`config.mk`:
```
export PLATFORM = sky130hd
export DESIGN_NAME = varint_length_prefixed_encoder_unit
export DESIGN_NICKNAME = d
export VERILOG_FILES = /design/src/hdl/vlpe_pkg.sv /design/src/hdl/varint_length_prefixed_encoder_unit.sv
export SDC_FILE = /design/constraint.sdc
export NUM_CORES = 1
export LEC_CHECK = 0
export BUFFER_PORTS_ARGS = -buffer_cell sky130_fd_sc_hd__clkbuf_2
export CORE_MARGIN = 2
export CORE_UTILIZATION = 56
export DETAILED_ROUTE_END_ITERATION = 16
export PLACE_DENSITY = 0.8
export SYNTH_ARGS = -nofsm -noshare
export SYNTH_HDL_FRONTEND = slang
export SYNTH_SLANG_ARGS = --single-unit
export TNS_END_PERCENT = 20
```
`constraint.sdc`:
```
create_clock -name clock -period 3.9 [get_ports clock]
set_clock_uncertainty 0.15 [all_clocks]
set_input_delay 0.585 -clock clock [delete_from_list [all_inputs] [get_ports clock]]
set_output_delay 0.585 -clock clock [all_outputs]
set_load 0.05 [all_outputs]
```
`src/hdl/vlpe_pkg.sv`:
```
// Package for the length-prefixed varint encoder.
// Holds width codes and byte constants; depends on nothing.
`default_nettype none
package vlpe_pkg;

   localparam logic [1:0] WIDTH_1B = 2'd0;
   localparam logic [1:0] WIDTH_2B = 2'd1;
   localparam logic [1:0] WIDTH_4B = 2'd2;
   localparam logic [1:0] WIDTH_8B = 2'd3;

   localparam logic [7:0] SHORT_LIMIT = 8'h80;
   localparam int         GROUPS      = 8;

endpackage
`default_nettype wire

```
`src/hdl/varint_length_prefixed_encoder_unit.sv`:
```
// Top level of the length-prefixed varint encoder.
// Uses vlpe_pkg for width codes and constants.
//
// channel | direction | handshake            | payload
// req     | in        | req_valid/req_ready  | req_value[63:0], req_width_code[1:0]
// rsp     | out       | rsp_valid/rsp_ready  | rsp_out_byte[7:0], rsp_last
//
// Each item yields 1 to 9 bytes, one byte per cycle into the output register while
// rsp is not stalled, so an item occupies the encoder until its last byte is loaded.
// The next item is taken in the cycle its predecessor's last byte is loaded.
// Reset (synchronous) empties the holding and output registers.
// A stalled rsp channel holds the output byte and stops the byte sequence.
`default_nettype none
module varint_length_prefixed_encoder_unit
   import vlpe_pkg::*;
(
   input  wire logic        clock,
   input  wire logic        reset,
   input  wire logic        req_valid,
   output logic             req_ready,
   input  wire logic [63:0] req_value,
   input  wire logic [1:0]  req_width_code,
   output logic             rsp_valid,
   input  wire logic        rsp_ready,
   output logic [7:0]       rsp_out_byte,
   output logic             rsp_last
);

   logic        hold_valid_ff, hold_valid_in;
   logic [63:0] data_ff, data_in;
   logic [3:0]  cnt_ff, cnt_in;
   logic [3:0]  idx_ff, idx_in;
   logic        short_ff, short_in;
   logic        rsp_valid_ff, rsp_valid_in;
   logic [7:0]  byte_ff, byte_in;
   logic        last_ff, last_in;

   logic [63:0] masked;
   logic [63:0] groups;
   logic [3:0]  s_calc;
   logic        is_short;
   logic        out_free;
   logic        emit;
   logic        emit_last;
   logic        accept;
   logic [2:0]  len_field;
   logic [7:0]  cur_byte;

   always_comb begin
      case (req_width_code)
         WIDTH_1B: masked = {56'd0, req_value[7:0]};
         WIDTH_2B: masked = {48'd0, req_value[15:0]};
         WIDTH_4B: masked = {32'd0, req_value[31:0]};
         WIDTH_8B: masked = req_value;
         default:  masked = req_value;
      endcase
   end

   assign is_short = (req_width_code == WIDTH_1B) || (masked < {56'd0, SHORT_LIMIT});
   assign groups   = {4'd0, masked[63:4]};

   always_comb begin
      s_calc = 4'd0;
      for (int j = 0; j < GROUPS; j++) begin
         if (groups[8*j +: 8] != 8'd0) begin
            s_calc = 4'(j + 1);
         end
      end
   end

   assign out_free  = !rsp_valid_ff || rsp_ready;
   assign emit      = hold_valid_ff && out_free;
   assign emit_last = (idx_ff == cnt_ff);
   assign req_ready = !hold_valid_ff || (emit && emit_last);
   assign accept    = req_valid && req_ready;

   assign len_field = 3'(cnt_ff - 4'd1);

   always_comb begin
      if (idx_ff == 4'd0 && !short_ff) begin
         cur_byte = {1'b1, len_field, data_ff[3:0]};
      end else begin
         cur_byte = data_ff[7:0];
      end
   end

   always_comb begin
      hold_valid_in = hold_valid_ff;
      data_in       = data_ff;
      cnt_in        = cnt_ff;
      idx_in        = idx_ff;
      short_in      = short_ff;
      rsp_valid_in  = rsp_valid_ff && !rsp_ready;
      byte_in       = byte_ff;
      last_in       = last_ff;
      if (emit) begin
         rsp_valid_in = 1'b1;
         byte_in      = cur_byte;
         last_in      = emit_last;
         idx_in       = idx_ff + 4'd1;
         if (idx_ff == 4'd0) begin
            data_in = data_ff >> 4;
         end else begin
            data_in = data_ff >> 8;
         end
         if (emit_last) begin
            hold_valid_in = 1'b0;
         end
      end
      if (accept) begin
         hold_valid_in = 1'b1;
         data_in       = masked;
         cnt_in        = is_short ? 4'd0 : s_calc;
         idx_in        = 4'd0;
         short_in      = is_short;
      end
   end

   always_ff @(posedge clock) begin
      if (reset) begin
         hold_valid_ff <= 1'b0;
         rsp_valid_ff  <= 1'b0;
      end else begin
         hold_valid_ff <= hold_valid_in;
         rsp_valid_ff  <= rsp_valid_in;
      end
      data_ff  <= data_in;
      cnt_ff   <= cnt_in;
      idx_ff   <= idx_in;
      short_ff <= short_in;
      byte_ff  <= byte_in;
      last_ff  <= last_in;
   end

   assign rsp_valid    = rsp_valid_ff;
   assign rsp_out_byte = byte_ff;
   assign rsp_last     = last_ff;

`ifndef SYNTHESIS
   a_accept_holds : assert property (@(posedge clock) disable iff (reset)
      accept |=> hold_valid_ff)
      else $error("Accepted item was not captured.");

   a_idx_bound : assert property (@(posedge clock) disable iff (reset)
      hold_valid_ff |-> (idx_ff <= cnt_ff) && (cnt_ff <= 4'd8))
      else $error("Byte index ran past the item's length.");

   a_short_single : assert property (@(posedge clock) disable iff (reset)
      (hold_valid_ff && short_ff) |-> (cnt_ff == 4'd0))
      else $error("Short item has more than one byte.");

   a_last_frees : assert property (@(posedge clock) disable iff (reset)
      (emit && emit_last && !accept) |=> !hold_valid_ff)
      else $error("Holding register stayed busy after the last byte.");
`endif

endmodule
`default_nettype wire

```
==> results of run 1 <==
## worst max-delay path, stage by stage, from the launching register on
cell	delay (ns)
edfxtp_1	0.45
xor2_1	0.18
nor4_2	0.32
a21o_2	0.33
clkbuf_2	0.33
## synthesized netlist by cell type
cell | n | area (um^2)
and2_1 | 1 | 6.260
nor3_1 | 2 | 10.01
xor2_1 | 6 | 52.55
inv_2 | 1 | 3.750
nor4_2 | 1 | 12.51
or2_1 | 1 | 6.260
edfxtp_1 | 78 | 2342
nand2b_1 | 2 | 12.51
a21o_2 | 1 | 8.760
a31oi_1 | 2 | 12.51
o221a_2 | 1 | 11.26
buf_2 | 9 | 45.04
buf_6 | 5 | 56.30
mux2i_1 | 109 | 1091
a31o_2 | 1 | 8.760
a21o_1 | 1 | 7.510
nand3_1 | 8 | 40.04
nand4_1 | 2 | 12.51
o32ai_1 | 1 | 8.760
ha_1 | 3 | 37.54
nor3b_1 | 1 | 7.510
a21oi_1 | 10 | 50.05
nor4b_1 | 1 | 8.760
dfxtp_1 | 6 | 120.1
and4bb_1 | 1 | 12.51
inv_1 | 9 | 33.78
or2_2 | 1 | 6.260
nor4_1 | 11 | 68.82
nand2_4 | 1 | 11.26
and3_1 | 4 | 25.02
buf_4 | 1 | 7.510
or4_1 | 3 | 22.52
clkbuf_1 | 7 | 26.28
nand2_1 | 63 | 236.5
nor2b_1 | 1 | 6.260
nor2_1 | 11 | 41.29
xnor2_1 | 2 | 17.52
o21ai_1 | 5 | 25.02
o21ai_0 | 6 | 30.03
## per-layer routing
metal  up-vias  part of all wire  global-route usage
li1       1550                 -                   -
met1      1534              0.43              0.2996
met2        93              0.51              0.3911
met3         8             0.043             0.03531
met4         0             0.011             0.06522
met5         -                 0                   0
## through the flow
step / total power, W / instances / util
floorplan: 0.001976 / 379 / -
global placement: 0.002142 / 545 / 0.6409
detailed placement: 0.002175 / 545 / 0.6409
CTS: 0.002805 / 561 / 0.6671
global route: 0.002952 / 561 / 0.6671
finish: 0.002792 / 561 / 0.6671
## sequential cells by signal (all words and copies together), names as in the netlist
name,cells
short_ff,1
cnt_ff,4
idx_ff,4
rsp_valid,1
hold_valid_ff,1
rsp_out_byte,8
data_ff,64
rsp_last,1
## power by group
| part | switching (W) | internal, W | total [W] |
|---|---|---|---|
| registers | 0.000103 | 0.00125 | 0.00136 |
| clock network | 0.000335 | 0.000306 | 0.000641 |
| logic | 0.000441 | 0.000354 | 0.000795 |
## layout make-up
class / count / area (um^2)
fillers: 633 / 2599
clock buffers: 9 / 123.9
clock inverters: 7 / 81.33
well taps: 102 / 127.6
flip-flops and latches: 84 / 2462
inverters: 10 / 37.54
multi-input cells: 263 / 1918
repair buffers: 86 / 457.9
## how the worst max path moves through the flow
stage	startpoint	endpoint	slack (ns)	depth (start not counted)
after floorplan	rsp_ready	data_ff[0]	0.40	4
after detailed placement	rsp_ready	data_ff[2]	1.06	5
final	cnt_ff[0]	req_ready	1.20	4
after CTS	cnt_ff[0]	req_ready	1.20	4
after global placement	req_width_code[1]	cnt_ff[0]	1.09	6
after global routing	cnt_ff[0]	req_ready	1.11	4
## cells by family after synthesis
logic type                 Yosys count  share of synthesized area
DFF                                 84                     0.5420
adders and majority gates            3                   0.008263
xor gates and xnor gates             8                    0.01542
buffers and inverters               32                    0.03800
AOI/OAI and AO/OA                   28                    0.03580
and+or+nand+nor                    115                     0.1204
muxes                              109                     0.2402
## cells in the final DEF, fill, tap and decap left out, types with 2 or more instances in the layout
cell type,count
o21ai_1,5
ha_1,3
or4_1,3
inv_6,4
nand2_1,63
nand3_1,8
a21oi_1,10
inv_1,9
dfxtp_1,6
nor3_1,2
edfxtp_1,78
nand4_1,2
clkbuf_2,80
o21ai_0,6
clkbuf_8,9
nor4_1,11
xor2_1,6
xnor2_1,2
buf_4,5
a31oi_1,2
and3_1,4
mux2i_1,109
nor2_1,10
==> results.sh, run 1 <==
export IMPL_drt_wl_total_um=9206
export IMPL_die_x_um=94.07
export IMPL_holdWs_ns=0.2424
export IMPL_drv_slew=0
export IMPL_grt_max_degree=53
export IMPL_ys_seq_area_frac=0.5420
export IMPL_start_util=0.5819
export IMPL_antenna_found_initial=0
export IMPL_clk_latency_ns=0.36
export IMPL_cts_hold_buf=0
export IMPL_max_cap_viol_count=0
export IMPL_period_minus_slack_ns=2.696
export IMPL_synth_cells=379
export IMPL_rr_startpoint="cnt_ff[0]"
export IMPL_clock_fmax_mhz=370.9
export IMPL_root_buffer="clkbuf_8"
export IMPL_worst_slack_ns=1.204
export IMPL_r2r_slack_ns=1.25
export IMPL_worst_r2r_endpoint="data_ff[8]"
export IMPL_r2r_cells=6
export IMPL_htreeDepth=3
export IMPL_avgSynthCellArea_um2=11.99
export IMPL_fin_tns_setup_ns=0
export IMPL_die_area_um2=8849
export IMPL_p_leak_nw=2.440
export IMPL_outcome="finished clean"
export IMPL_syn2layout_area_growth_pct=14.65
export IMPL_io_pins=81
export IMPL_avgRoutedWirePerCell_um=16.41
export IMPL_fin_crit_sh=0.6913
export IMPL_post_cts_resized=0
export IMPL_rsz0062_at_grt="no"
export IMPL_post_cts_buffers=0
export IMPL_criticalPathCategory="register to primary output"
export IMPL_hold_path_depth=2
export IMPL_end_kind="primary output"
export IMPL_min_from="reset"
export IMPL_core_um2=7807
export IMPL_layout_nets=527
export IMPL_viasPerCell=5.677
export IMPL_required_ns=3.16
export IMPL_grt_pass1_vias=3199
export IMPL_first_pass_iters=5
export IMPL_grt_usage=0.2275
export IMPL_worstHoldEndpoint="hold_valid_ff"
export IMPL_dpl_cell_area_um2=5004
export IMPL_drc_errors=0
export IMPL_synth_cell_types=39
export IMPL_finalHoldViolCount=0
export IMPL_fp_dieH_um=94.07
export IMPL_powerDensity_nw_per_um2=536.0
export IMPL_design_area_um2=5209
export IMPL_mappedNetlistArea_um2=4543
export IMPL_antenna_cells=0
export IMPL_drive_above_1_share=0.2440
export IMPL_worstPathArrival_ns=1.96
export IMPL_startpoint_type="register"
export IMPL_vias=3185
export IMPL_numCtsBuffers=9
export IMPL_dpl_worst_slack_ns=1.061
export IMPL_place_port_buffers=80
export IMPL_hold_path_class="input port to register"
export IMPL_crit_fanout=11
export IMPL_slew_headroom=0.3995
export IMPL_clockBufferDepth=2
export IMPL_clkSlewWorstSetupHoldPaths_ns=0.09
export IMPL_grt_ovfl_total=0
export IMPL_yosysWarnings=0
export IMPL_drtIter0Drc=165
export IMPL_synth_net_count=452
export IMPL_ys_ff_latch=84
export IMPL_ir_worst_vdd_v=0.0002209
export IMPL_setup_violations=0
export IMPL_dp_hpwl_um=6633
export IMPL_grt_pass1_wl_um=15570
export IMPL_ant_nets=0
export IMPL_clock_sinks=84
export IMPL_cts_tree="built"
export IMPL_rows=32
export IMPL_gp_congestion=0.8027
export IMPL_worst_slew_pin_transition_ns=0.9008
No activity file was read; power rests on OpenSTA's default activity.
==> run 2: changes to the inputs <==
--- a/config.mk
+++ b/config.mk
@@ -7,9 +7,9 @@
 export LEC_CHECK = 0
 export BUFFER_PORTS_ARGS = -buffer_cell sky130_fd_sc_hd__clkbuf_2
 export CORE_MARGIN = 2
-export CORE_UTILIZATION = 56
+export CORE_UTILIZATION = 51
 export DETAILED_ROUTE_END_ITERATION = 16
-export PLACE_DENSITY = 0.8
+export PLACE_DENSITY = 0.77
 export SYNTH_ARGS = -nofsm -noshare
 export SYNTH_HDL_FRONTEND = slang
 export SYNTH_SLANG_ARGS = --single-unit
==> constraint.sdc (replaced) <==
create_clock -name clock -period 2.44 [get_ports clock]
set_clock_uncertainty 0.15 [all_clocks]
set_input_delay 0.366 -clock clock [delete_from_list [all_inputs] [get_ports clock]]
set_output_delay 0.366 -clock clock [all_outputs]
set_load 0.05 [all_outputs]
==> results.sh, run 2 (synthesized netlist as in run 1, its figures left out) <==
export IMPL_outcome="finished clean"
export IMPL_antenna_found_initial=0
export IMPL_clock_fmax_mhz=426.3
export IMPL_die_x_um=98.38
export IMPL_criticalPathCategory="register to primary output"
export IMPL_regArea_um2=2462
export IMPL_max_cap_viol_count=0
export IMPL_p_sw_w=0.001395
export IMPL_start_util=0.5235
export IMPL_worst_slew_pin_transition_ns=0.5450
export IMPL_fin_crit_sh=0.9615
export IMPL_post_cts_resized=0
export IMPL_die_area_um2=9679
export IMPL_worstPathArrival_ns=1.83
export IMPL_clkPwrFrac=0.223
export IMPL_regMostFlops="data_ff"
export IMPL_clock_sinks=84
export IMPL_hold_path_class="input port to register"
export IMPL_root_buffer="clkbuf_8"
export IMPL_required_ns=1.92
export IMPL_fill_cells=727
export IMPL_p_leak_nw=2.505
export IMPL_p_comb_frac=0.298
export IMPL_syn2layout_area_growth_pct=17.43
export IMPL_finalHoldViolCount=0
export IMPL_ant_nets=0
export IMPL_p_sw_frac=0.3077
export IMPL_vias=3246
export IMPL_drv_slew=0
export IMPL_grt_pass1_wl_um=16060
export IMPL_drc_errors=0
export IMPL_dpl_cell_area_um2=5134
export IMPL_end_kind="primary output"
export IMPL_drive_above_1_share=0.2585
export IMPL_rsz0062_at_grt="no"
export IMPL_power_share_sequential=0.479
export IMPL_clockBufferDepth=2
export IMPL_first_pass_iters=4
export IMPL_crit_fanout=3
export IMPL_clkSlewWorstSetupHoldPaths_ns=0.08
export IMPL_fin_tns_setup_ns=0
export IMPL_grt_max_degree=39
export IMPL_drtIter0Drc=150
export IMPL_antenna_cells=0
export IMPL_final_cell_mix="mux2i_1, clkbuf_2, edfxtp_1"
export IMPL_layout_nets=536
export IMPL_core_um2=8678
export IMPL_grt_pass1_vias=3316
export IMPL_avgRoutedWirePerCell_um=16.89
export IMPL_p_int_w=0.003138
export IMPL_multi_input_area_um2=1923
export IMPL_cts_tree="built"
export IMPL_ir_worst_vdd_v=0.0003397
export IMPL_clk_latency_ns=0.35
export IMPL_startpoint_type="register"
export IMPL_htreeDepth=3
export IMPL_numCtsBuffers=9
export IMPL_drt_wl_total_um=9730
export IMPL_final_common_cell="mux2i_1"
export IMPL_dp_hpwl_um=7028
export IMPL_design_area_um2=5335
export IMPL_fp_dieH_um=98.38
export IMPL_io_pins=81
export IMPL_grt_usage=0.2071
export IMPL_powerDensity_nw_per_um2=849.6
export IMPL_period_minus_slack_ns=2.346
export IMPL_rows=34
export IMPL_grt_ovfl_total=0
export IMPL_largest_register_ffs=64
export IMPL_slew_headroom=0.6367
export IMPL_gp_congestion=0.8146
export IMPL_place_port_buffers=80
export IMPL_viasPerCell=5.635
export IMPL_setup_violations=0
export IMPL_post_cts_buffers=0
export IMPL_cts_hold_buf=0
[run 2: changes by cell type in the layout (fill, tap and decap cells not counted), sizes merged]
cell,before,now
buf,6,15
clkinv,1,3
inv,14,10
clkbuf,89,90
clkinvlp,1,2
[run 2: worst paths after layout]
path | start | to | slack, ns | cells after the start
max | cnt_ff[0] | req_ready | 0.09 | 4
min | reset | rsp_valid | 0.03 | 2
max reg2reg | cnt_ff[0] | data_ff[42] | 0.23 | 6
min reg2reg | data_ff[2] | rsp_out_byte[2] | 0.28 | 0
[run 2: area by class of cell]
cell class / count / share of cell area
flip-flops and latches: 84 / 0.4615
clock buffers: 10 / 0.02580
clock inverters: 6 / 0.01196
inverters: 10 / 0.007036
repair buffers: 95 / 0.1079
multi-input cells: 263 / 0.3605
well taps: 108 / 0.02533
[run 2: power groups by stage]
stage | logic [W] | registers (W) | clock network, W
detailed placement | 0.00136 | 0.00221 | 0
global route | 0.00148 | 0.00221 | 0.00108
CTS | 0.00136 | 0.00217 | 0.00103
floorplan | 0.000949 | 0.00221 | 0
finish | 0.00135 | 0.00217 | 0.00101
global placement | 0.00132 | 0.00219 | 0
[run 2: critical path: stages (launching register included)]
cell	delay [ns]
edfxtp_1	0.44
xor2_1	0.18
nor4_2	0.33
a21o_2	0.23
clkbuf_2	0.30
[run 2: metrics by stage]
step | power (W) | instances | hold slack [ns] | util | setup WS [ns]
global route | 0.004768 | 576 | 0.02222 | 0.6148 | 0.01250
floorplan | 0.003155 | 379 | 0.2503 | - | 0.06713
finish | 0.004532 | 576 | 0.03264 | 0.6148 | 0.09404
CTS | 0.004567 | 576 | 0.01598 | 0.6148 | 0.07313
global placement | 0.003512 | 560 | 0.2515 | 0.5916 | 0.1817
detailed placement | 0.003565 | 560 | 0.2545 | 0.5916 | 0.1469
[run 2: metal layers]
metal / global-route usage / wire, um
met5: 0 / 0
met4: 0.06006 / 85
met3: 0.04223 / 534
met2: 0.3417 / 4732
met1: 0.2788 / 4379
